File: src/rtl/tda_pkg.sv
package tda_pkg;

  // Calendar constants.
  localparam int SEC_PER_DAY  = 86400;
  localparam int SEC_PER_HOUR = 60 * 60;
  localparam int SEC_PER_MIN  = 60;
  localparam int HOUR_MAX     = 23;
  localparam int MINSEC_MAX   = 59;

  // 86400 = 675 * 128, so the day wrap splits into a shift and a mod 675.
  localparam int DAY_ODD      = 675;
  localparam int DAY_SHIFT    = 7;

  // Widths of the internal values.
  localparam int TOD_W  = 17;  // seconds of a day, also a raw total up to 115443
  localparam int SUM_W  = 35;  // signed sum of a total and a 32-bit offset, plus bias
  localparam int BIAS_W = 33;  // biased sum is always positive and below 2**33
  localparam int HI_W   = BIAS_W - DAY_SHIFT;  // upper part that is reduced mod 675
  localparam int Q_W    = 17;  // quotient of the upper part by 675
  localparam int REM_W  = 12;  // seconds within an hour
  localparam int DIST_W = 16;

  // Multiple of a day that lifts any sum to a non-negative value.
  localparam logic [31:0] DAY_BIAS = 32'd2147558400;

  // Exact reciprocals: floor(x * RECIP >> SH) equals floor(x / divisor)
  // over the whole range of x that reaches each multiplier.
  localparam logic [27:0] RECIP_ODD     = 28'd203613265;
  localparam int          RECIP_ODD_SH  = 37;
  localparam logic [18:0] RECIP_HOUR    = 19'd298262;
  localparam int          RECIP_HOUR_SH = 30;
  localparam logic [12:0] RECIP_MIN     = 13'd4370;
  localparam int          RECIP_MIN_SH  = 18;

  // Operation codes.
  localparam logic OP_ADD = 1'b0;
  localparam logic OP_SUB = 1'b1;

  // Number of register stages from input to result.
  localparam int unsigned TDA_STAGES = 7;

endpackage

File: src/rtl/tda_pipe_ctl.sv
module tda_pipe_ctl
  import tda_pkg::*;
#(
  parameter int unsigned NSTG = TDA_STAGES
) (
  input  logic            clk,
  input  logic            rst_n,
  input  logic            in_valid,
  input  logic            out_stall,
  output logic            in_stall,
  output logic            out_valid,
  output logic [NSTG-1:0] load
);

  logic [NSTG-1:0] vld_r;
  logic [NSTG-1:0] vld_nxt;
  logic [NSTG-1:0] vld_src;
  logic [NSTG:0]   rdy;

  // A stage can load when it is empty or its item moves on this cycle.
  assign rdy[NSTG] = !out_stall;

  for (genvar k = 0; k < NSTG; k++) begin : g_rdy
    assign rdy[k] = !vld_r[k] || rdy[k+1];
  end

  // Each stage takes the valid bit of the stage before it.
  assign vld_src = {vld_r[NSTG-2:0], in_valid};
  assign vld_nxt = (rdy[NSTG-1:0] & vld_src) | (~rdy[NSTG-1:0] & vld_r);

  always_ff @(posedge clk) begin
    if (!rst_n) begin
      vld_r <= '0;
    end else begin
      vld_r <= vld_nxt;
    end
  end

  assign load      = rdy[NSTG-1:0];
  assign in_stall  = !rdy[0];
  assign out_valid = vld_r[NSTG-1];

endmodule

File: src/rtl/time_of_day_arithmetic.sv
// Channel   Handshake              Payload
// input     in_valid / in_stall    op, time A, offset_seconds, time B
// result    out_valid / out_stall  shifted A (h:m:s), distance, compare flags, invalid
//
// One item is taken every cycle while in_stall is low; seven register stages hold items.
// The stages are the input register, the biased sum with the compare, and one register
// after each reciprocal multiply and each back-subtract (day wrap, hour, minute), where
// the hour back-subtract and the minute multiply share one register.
// Reset clears the stage valid bits only; the payload registers are not reset.
// A stall on the result side holds the last stage; empty stages ahead of it still fill,
// and in_stall rises only when every stage holds an item.
module time_of_day_arithmetic
  import tda_pkg::*;
(
  input  logic        clk,
  input  logic        rst_n,
  input  logic        in_valid,
  output logic        in_stall,
  input  logic        in_op,
  input  logic [4:0]  in_hour_a,
  input  logic [5:0]  in_minute_a,
  input  logic [5:0]  in_second_a,
  input  logic signed [31:0] in_offset_seconds,
  input  logic [4:0]  in_hour_b,
  input  logic [5:0]  in_minute_b,
  input  logic [5:0]  in_second_b,
  output logic        out_valid,
  input  logic        out_stall,
  output logic [4:0]  out_new_hour,
  output logic [5:0]  out_new_minute,
  output logic [5:0]  out_new_second,
  output logic [15:0] out_distance,
  output logic        out_a_less,
  output logic        out_a_equal,
  output logic        out_a_greater,
  output logic        out_invalid
);

  typedef struct packed {
    logic        op;
    logic [4:0]  hour_a;
    logic [5:0]  minute_a;
    logic [5:0]  second_a;
    logic [31:0] offset_seconds;
    logic [4:0]  hour_b;
    logic [5:0]  minute_b;
    logic [5:0]  second_b;
  } s0_t;

  typedef struct packed {
    logic [DIST_W-1:0] distance;
    logic              a_less;
    logic              a_equal;
    logic              a_greater;
    logic              invalid;
  } cmp_t;

  typedef struct packed {
    logic [HI_W-1:0]      hi;
    logic [DAY_SHIFT-1:0] lo;
    cmp_t                 cmp;
  } s1_t;

  typedef struct packed {
    logic [Q_W-1:0]       q;
    logic [HI_W-1:0]      hi;
    logic [DAY_SHIFT-1:0] lo;
    cmp_t                 cmp;
  } s2_t;

  typedef struct packed {
    logic [TOD_W-1:0] tod;
    cmp_t             cmp;
  } s3_t;

  typedef struct packed {
    logic [4:0]       hour;
    logic [TOD_W-1:0] tod;
    cmp_t             cmp;
  } s4_t;

  typedef struct packed {
    logic [4:0]       hour;
    logic [5:0]       minute;
    logic [REM_W-1:0] rem;
    cmp_t             cmp;
  } s5_t;

  typedef struct packed {
    logic [4:0] hour;
    logic [5:0] minute;
    logic [5:0] second;
    cmp_t       cmp;
  } s6_t;

  logic [TDA_STAGES-1:0] load;

  s0_t s0_r, s0_nxt;
  s1_t s1_r, s1_nxt;
  s2_t s2_r, s2_nxt;
  s3_t s3_r, s3_nxt;
  s4_t s4_r, s4_nxt;
  s5_t s5_r, s5_nxt;
  s6_t s6_r, s6_nxt;

  logic [TOD_W-1:0]  ta, tb, ra, rb, diff, alt, short_dist;
  logic [SUM_W-1:0]  ta_ext, off_ext, sum, biased;
  logic [HI_W+27:0]  prod_odd;
  logic [HI_W-1:0]   odd_rem;
  logic [TOD_W+18:0] prod_hour;
  logic [REM_W-1:0]  rem;
  logic [REM_W+12:0] prod_min;

  // Stage valid bits and load enables.
  tda_pipe_ctl #(
    .NSTG (TDA_STAGES)
  ) u_ctl (
    .clk       (clk),
    .rst_n     (rst_n),
    .in_valid  (in_valid),
    .out_stall (out_stall),
    .in_stall  (in_stall),
    .out_valid (out_valid),
    .load      (load)
  );

  // Input register.
  always_comb begin
    s0_nxt.op             = in_op;
    s0_nxt.hour_a         = in_hour_a;
    s0_nxt.minute_a       = in_minute_a;
    s0_nxt.second_a       = in_second_a;
    s0_nxt.offset_seconds = in_offset_seconds;
    s0_nxt.hour_b         = in_hour_b;
    s0_nxt.minute_b       = in_minute_b;
    s0_nxt.second_b       = in_second_b;
  end

  // Seconds totals, biased shifted sum, comparison and distance.
  always_comb begin
    ta = TOD_W'(s0_r.hour_a) * TOD_W'(SEC_PER_HOUR)
       + TOD_W'(s0_r.minute_a) * TOD_W'(SEC_PER_MIN) + TOD_W'(s0_r.second_a);
    tb = TOD_W'(s0_r.hour_b) * TOD_W'(SEC_PER_HOUR)
       + TOD_W'(s0_r.minute_b) * TOD_W'(SEC_PER_MIN) + TOD_W'(s0_r.second_b);

    ta_ext  = SUM_W'(ta);
    off_ext = {{(SUM_W-32){s0_r.offset_seconds[31]}}, s0_r.offset_seconds};
    if (s0_r.op == OP_SUB) begin
      sum = ta_ext - off_ext;
    end else begin
      sum = ta_ext + off_ext;
    end
    // The bias is a whole number of days, so the wrap is unchanged.
    biased = sum + SUM_W'(DAY_BIAS);

    s1_nxt.hi = biased[BIAS_W-1:DAY_SHIFT];
    s1_nxt.lo = biased[DAY_SHIFT-1:0];

    // A raw total reaches less than two days, so one subtract wraps it.
    ra = (ta >= TOD_W'(SEC_PER_DAY)) ? ta - TOD_W'(SEC_PER_DAY) : ta;
    rb = (tb >= TOD_W'(SEC_PER_DAY)) ? tb - TOD_W'(SEC_PER_DAY) : tb;
    diff = (ra >= rb) ? ra - rb : rb - ra;
    alt  = TOD_W'(SEC_PER_DAY) - diff;
    short_dist = (alt < diff) ? alt : diff;

    s1_nxt.cmp.distance  = short_dist[DIST_W-1:0];
    s1_nxt.cmp.a_less    = ta < tb;
    s1_nxt.cmp.a_equal   = ta == tb;
    s1_nxt.cmp.a_greater = ta > tb;
    s1_nxt.cmp.invalid   = (s0_r.hour_a > 5'(HOUR_MAX)) || (s0_r.minute_a > 6'(MINSEC_MAX))
                        || (s0_r.second_a > 6'(MINSEC_MAX)) || (s0_r.hour_b > 5'(HOUR_MAX))
                        || (s0_r.minute_b > 6'(MINSEC_MAX)) || (s0_r.second_b > 6'(MINSEC_MAX));
  end

  // Quotient of the upper part by 675.
  always_comb begin
    prod_odd   = (HI_W+28)'(s1_r.hi) * (HI_W+28)'(RECIP_ODD);
    s2_nxt.q   = Q_W'(prod_odd >> RECIP_ODD_SH);
    s2_nxt.hi  = s1_r.hi;
    s2_nxt.lo  = s1_r.lo;
    s2_nxt.cmp = s1_r.cmp;
  end

  // Remainder mod 675 joined with the low bits gives the seconds of the day.
  always_comb begin
    odd_rem    = s2_r.hi - HI_W'(s2_r.q) * HI_W'(DAY_ODD);
    s3_nxt.tod = {odd_rem[TOD_W-DAY_SHIFT-1:0], s2_r.lo};
    s3_nxt.cmp = s2_r.cmp;
  end

  // Hour of the shifted time.
  always_comb begin
    prod_hour   = (TOD_W+19)'(s3_r.tod) * (TOD_W+19)'(RECIP_HOUR);
    s4_nxt.hour = 5'(prod_hour >> RECIP_HOUR_SH);
    s4_nxt.tod  = s3_r.tod;
    s4_nxt.cmp  = s3_r.cmp;
  end

  // Seconds within the hour and the minute.
  always_comb begin
    rem           = REM_W'(s4_r.tod - TOD_W'(s4_r.hour) * TOD_W'(SEC_PER_HOUR));
    prod_min      = (REM_W+13)'(rem) * (REM_W+13)'(RECIP_MIN);
    s5_nxt.hour   = s4_r.hour;
    s5_nxt.minute = 6'(prod_min >> RECIP_MIN_SH);
    s5_nxt.rem    = rem;
    s5_nxt.cmp    = s4_r.cmp;
  end

  // Second within the minute, into the result register.
  always_comb begin
    s6_nxt.hour   = s5_r.hour;
    s6_nxt.minute = s5_r.minute;
    s6_nxt.second = 6'(s5_r.rem - REM_W'(s5_r.minute) * REM_W'(SEC_PER_MIN));
    s6_nxt.cmp    = s5_r.cmp;
  end

  // Payload registers, each loaded when its stage can take an item.
  always_ff @(posedge clk) begin
    if (load[0]) s0_r <= s0_nxt;
    if (load[1]) s1_r <= s1_nxt;
    if (load[2]) s2_r <= s2_nxt;
    if (load[3]) s3_r <= s3_nxt;
    if (load[4]) s4_r <= s4_nxt;
    if (load[5]) s5_r <= s5_nxt;
    if (load[6]) s6_r <= s6_nxt;
  end

  assign out_new_hour   = s6_r.hour;
  assign out_new_minute = s6_r.minute;
  assign out_new_second = s6_r.second;
  assign out_distance   = s6_r.cmp.distance;
  assign out_a_less     = s6_r.cmp.a_less;
  assign out_a_equal    = s6_r.cmp.a_equal;
  assign out_a_greater  = s6_r.cmp.a_greater;
  assign out_invalid    = s6_r.cmp.invalid;

endmodule

File: config.mk
export PLATFORM = sky130hd
export DESIGN_NAME = time_of_day_arithmetic
export DESIGN_NICKNAME = d
export VERILOG_FILES = /design/src/rtl/tda_pkg.sv /design/src/rtl/tda_pipe_ctl.sv /design/src/rtl/time_of_day_arithmetic.sv
export SDC_FILE = /design/constraint.sdc
export NUM_CORES = 2
export LEC_CHECK = 0
export ABC_AREA = 1
export BUFFER_PORTS_ARGS = -buffer_cell sky130_fd_sc_hd__clkbuf_2
export CAP_MARGIN = 20
export CORE_MARGIN = 2
export CORE_UTILIZATION = 50
export CTS_BUF_LIST = sky130_fd_sc_hd__clkbuf_8
export CTS_CLUSTER_DIAMETER = 80
export DETAILED_ROUTE_END_ITERATION = 8
export GPL_TIMING_DRIVEN = 0
export PLACE_DENSITY_LB_ADDON = 0.15
export SYNTH_ARGS = -nofsm -noshare
export SYNTH_HDL_FRONTEND = slang
export SYNTH_SLANG_ARGS = --single-unit
File: constraint.sdc
create_clock -name clk -period 9.7 [get_ports clk]
set_input_delay 0.97 -clock clk [delete_from_list [all_inputs] [get_ports clk]]
set_output_delay 0.97 -clock clk [all_outputs]
set_load 0.05 [all_outputs]
======== After elaboration in Yosys (flattened, before gate mapping) ========
Cells that the tools add are included.
word-level totals
  register bits ........................... 329
  bits in latches ......................... 0
  memory bits (writable) .................. 0
  bits in read-only memories .............. 0
  output and inout port bits .............. 39
  logic and storage cells ................. 121
  memories ................................ 0
cells by class
  add/subtract/negate cells ............... 15
  multiply operators ...................... 10
  divide/modulo/power cells ............... 0
  order comparisons ....................... 12
  equal/unequal tests ..................... 1
  shift operators ......................... 0
  muxes and demuxes ....................... 5
  bitwise operators ....................... 4
  reduce and logical (&&, ||, !) cells .... 21
operators with widths
  kind                                                       number
  multiplier 26 x 28 -> 54 bit, second input constant        1
  2-to-1 mux 17 bit                                          3
  adder 17 x 12 -> 17 bit                                    2
  adder 17 x 6 -> 17 bit                                     2
  greater-or-equal comparator 17 bit, second input constant  2
  < comparator 17 bit                                        2
  multiplier 17 x 18 -> 34 bit, second input constant        1
  subtractor 17 bit                                          2
  subtractor 17 bit, second input constant                   2
  adder 18 x 32 -> 33 bit                                    1
  adder 33 x 32 -> 33 bit, second input constant             1
  2-to-1 mux 33 bit                                          1
  subtractor 18 x 32 -> 33 bit                               1
  multiplier 5 x 8 -> 13 bit, second input constant          2
  > comparator 6 bit, second input constant                  4
  multiplier 12 x 12 -> 23 bit, second input constant        1
  multiplier 6 x 4 -> 10 bit, second input constant          2
  equality test 17 bit                                       1
  greater-or-equal comparator 17 bit                         1
  > comparator 17 bit                                        1
  multiplier 17 x 10 -> 10 bit, second input constant        1
  subtractor 17 bit, first input constant                    1
  2-to-1 mux 16 bit                                          1
  bitwise AND 7 bit                                          2
  other kinds (10)                                           30

======== Logic depth before layout (Yosys ltp) ========
  depth in word-level cells ............... 11
  gate-level depth with buffers ........... 65
  mapped depth without buffers ............ 63

======== Hierarchy ========
Synthesis repeated with hierarchy kept, for this count alone.
unflattened totals
  cells, all modules ...................... 3794
  area, all modules ....................... 35899.4 um^2
modules (own cells, without submodules)
  module                  times used  cells each  area each (um^2)
  time_of_day_arithmetic  1           3763        35639.2
  tda_pipe_ctl            1           31          260.2

======== Worst setup path after synthesis ========
No wires, ideal clock.
  path kind ............................... reg2reg
  start ................................... register s0_r[58] in the netlist's numbering
  end ..................................... register s1_r[12] in the netlist's numbering (data pin)
  setup time .............................. 258 ps
  arrival time ............................ 8958 ps
  data required time ...................... 9442 ps
  slack ................................... 483 ps
  stages on the path, launching flop included .. 63
  path buffers ............................ 3
  path through ............................ edfxtp_1 -> inv_1 -> fa_1 -> fa_1 -> inv_1 -> ha_1 -> a21oi_1 -> nand2_1 -> a21oi_1 -> o21ai_0 -> a21o_1 -> a21oi_1 -> xnor2_1 -> ha_1 -> ha_1 -> nand2_1 -> inv_1 -> a21oi_1 -> [... 27 more ...] -> nor3_1 -> nand2_1 -> a21oi_1 -> a21oi_1 -> nor2_1 -> nor2_1 -> ha_1 -> inv_1 -> xor2_1 -> inv_1 -> nand3_1 -> nor2_2 -> nand2_2 -> nand2_4 -> nor2_8 -> buf_12 -> nand2_2 -> nand2_1
RTL lines
  element                 RTL line                       RTL
  start, declared         time_of_day_arithmetic.sv:98   s0_t s0_r, s0_nxt;
  start signal, assigned  time_of_day_arithmetic.sv:219  if (load[0]) s0_r <= s0_nxt;
  end signal, assigned    time_of_day_arithmetic.sv:220  if (load[1]) s1_r <= s1_nxt;
  end, declared           time_of_day_arithmetic.sv:99   s1_t s1_r, s1_nxt;

==> reports/qor.txt <==
run status: finished clean
Syn Nets: 4909
Clock Tree Root: clkbuf_8
post-synthesis mux area share: 0%
async set-reset flop share out of synthesis: 0%
Final Max Tran Viols: 0
DRT Pass-1 Iters: 7
Worst Clk Skew: 0.0269 ns
die width: 273 um
Crit Reg-Reg Endpoint: s1_r[14]
compound-cell area share of the yosys netlist: 5.80%
vias per cell: 5.04
worst r2r src: s0_r[8]
Synth top area share: 26.1%
initial antenna violation count: 1
fin crit share: 96.7%
syn_area_per_cell: 9.38 um^2
Syn. warnings: 0
met2 routed WL: 38100 um
simple-gate share of the synthesized area: 13.9%
Post-synth EDFFs: 315
clk slew on worst S/H paths: 0.06 ns
Final ANT Viol Nets: 0
CP required: 10.11 ns
r2r setup slk: 0.32 ns
total CTS buffers: 56
final worst setup slack: 0.320 ns
routability cong.: 0.918
Initial Util: 50.5%
main combinational cell family by area after synthesis: adder cells
Hold Vio Cnt, Final: 0
Area Growth Syn to Fin: 11.9%
share of the yosys chip area belonging to registers: 26.5%
All-Layer GR Usage: 22.0%
post-synthesis cell count: 3858
IO Pins: 110
DRC violations left: 0
max_cap viols: 0
count leader, synth: inv_1
Mapped Area: 0.0362 mm^2
post-layout min period: 9.38 ns
Commonest cells post-synth: inv_1, ha_1, nand2_1, edfxtp_1, fa_1
Die Ht: 273 um
grt total ovfl: 0
Final Setup Violations: 0
Crit Path Category: reg -> reg
CP Max Fanout: 10
Worst Setup SP: s0_r[8]
DRT iter0 DRCs: 1038
Worst setup SP type: flop
FF-to-FF path depth: 58
H-tree depth: 2
vias in the first global route: 26000
Skew-Pair Late Insertion Delay: 0.67 ns
Worst path slowest cell: fa_1
port bufs: 109
Tightest Pin Transition: 0.939 ns
deepest clock path buffer count: 3
Yosys reg bits: 322
core box area: 0.0716 mm^2
Total Nets Final: 5160
DR WL/cell: 15.6 um
Synth Area in XOR/XNOR: 4.67%
TritonCTS clock tree: built
crit end category: flop
first-pass GRT wire length: 131000 um
Clock Sinks: 322
Detailed Place HPWL: 65700 um
wl on met1: 36600 um
routed via count: 25700
hold crit path type: reg -> reg
FP Rows: 98
routed length on met3: 3340 um
layout cells sized above 1: 12.3%
Max stage delay on crit path: 0.51 ns
Critical Path Sink: s1_r[14]
Die Area: 0.0745 mm^2
Most common cell on crit path: buf_4
ys flop type: edfxtp_1
fmax: 0.107 GHz
dpl ws: -1.16 ns
largest cells by area after synthesis: edfxtp_1, ha_1, fa_1
hold buffer count at cts: 0
post-synth top area cell: edfxtp_1
Post-Route WL: 79800 um
synth unique cells: 57
adder-cell share of the synthesized area: 40.2%
Worst Path Arrival: 9.79 ns
top sig layer: met4
largest net degree at the start of global routing: 43
Slew Limit Headroom: 37.4%
## stage by stage
| stage | utilization [%] | TNS [ns] | area (um^2) | instances | hold WS [ns] |
|---|---|---|---|---|---|
| final | 56.6 | 0 | 40500 | 5102 | 0.409 |
| after global routing | 56.6 | -1.25 | 40500 | 5102 | 0.397 |
| after CTS | 55.7 | 0 | 39900 | 5066 | 0.407 |
| after detailed placement | 53.1 | -15.96 | 38000 | 4923 | 0.405 |
| after global placement | 53.0 | -234.63 | 37900 | 4917 | 0.401 |
| after floorplan | - | 0 | 36200 | 3858 | 0.400 |
## worst min path at each step
| stage | startpoint | end | cells past startpoint |
|---|---|---|---|
| after floorplan | s5_r[2] | out_a_equal | 0 |
| after global placement | s5_r[39] | out_new_hour[1] | 0 |
| after detailed placement | s1_r[11] | s2_r[11] | 0 |
| after CTS | s4_r[4] | s5_r[4] | 0 |
| after global routing | s5_r[0] | out_invalid | 0 |
| final | s2_r[7] | s3_r[7] | 0 |
## critical path: cells and delay by family (launching register included)
kind | cells | cell delay [ns]
xor gates and xnor gates | 2 | 0.38
AOI/OAI and AO/OA | 14 | 2.06
and+or+nand+nor | 22 | 2.29
DFF | 1 | 0.44
buffers and inverters | 13 | 1.66
adders and majority gates | 7 | 2.26
## state kept, by name (all words and copies together) (netlist names), 16 cells and up, named ones only
signal and count:
s1_r 53, s2_r 47, s3_r 37, s4_r 37
s5_r 37, s0_r 35, off_ext 32, out_distance 16
## area by class of cell
type | count | area, um^2
Antenna cell | 1 | 2.50
Inverter | 824 | 3110
Buffer | 14 | 103
Clock inverter | 42 | 278
Sequential cell | 322 | 9600
Timing Repair Buffer | 195 | 1270
Tap cell | 950 | 1190
Fill cell | 6491 | 31100
Multi-Input combinational cell | 2696 | 24100
Clock buffer | 58 | 798
## routing by layer
layer / track usage [%] / vias up
met5: 0 / -
met4: 5.49 / 0
met3: 2.78 / 109
met2: 37.8 / 469
met1: 29.4 / 12100
li1: - / 13000
## placed cells by master (no fill, tap or decap), types with 15 or more instances in the layout
cell,instances
nor2_1,214
o21ai_0,84
buf_4,80
a21oi_1,173
clkbuf_2,109
ha_1,653
nor2_2,20
nand3b_1,15
inv_2,23
o21bai_1,16
xor2_1,129
ha_4,17
nor3_1,19
nand2_4,17
nand4_1,44
clkbuf_8,58
xnor2_1,54
nand2_1,570
nand2_2,55
edfxtp_1,315
o21ai_2,18
inv_1,813
nand3_1,138
fa_1,305
## cell families after synthesis
logic type / Yosys count
flip-flops: 322
adder cells (fa/ha/maj): 980
AND/OR/NAND/NOR: 1146
AO/OA/AOI/OAI: 376
buffers and inverters: 841
XOR/XNOR: 193
## what timing repair did
| action | 4_1_cts | 5_1_grt |
|---|---|---|
| gates resized for setup | 94 | 102 |
| cloned | 0 | 2 |
| endpoints found under the hold margin | 0 | 0 |
| pin swaps | 36 | 78 |
| endpoints found under the setup margin | 15 | 15 |
| setup buffers | 43 | 36 |
Power is not shown: default switching activity piles up to over one toggle a cycle in this logic, so the estimate is an artifact.
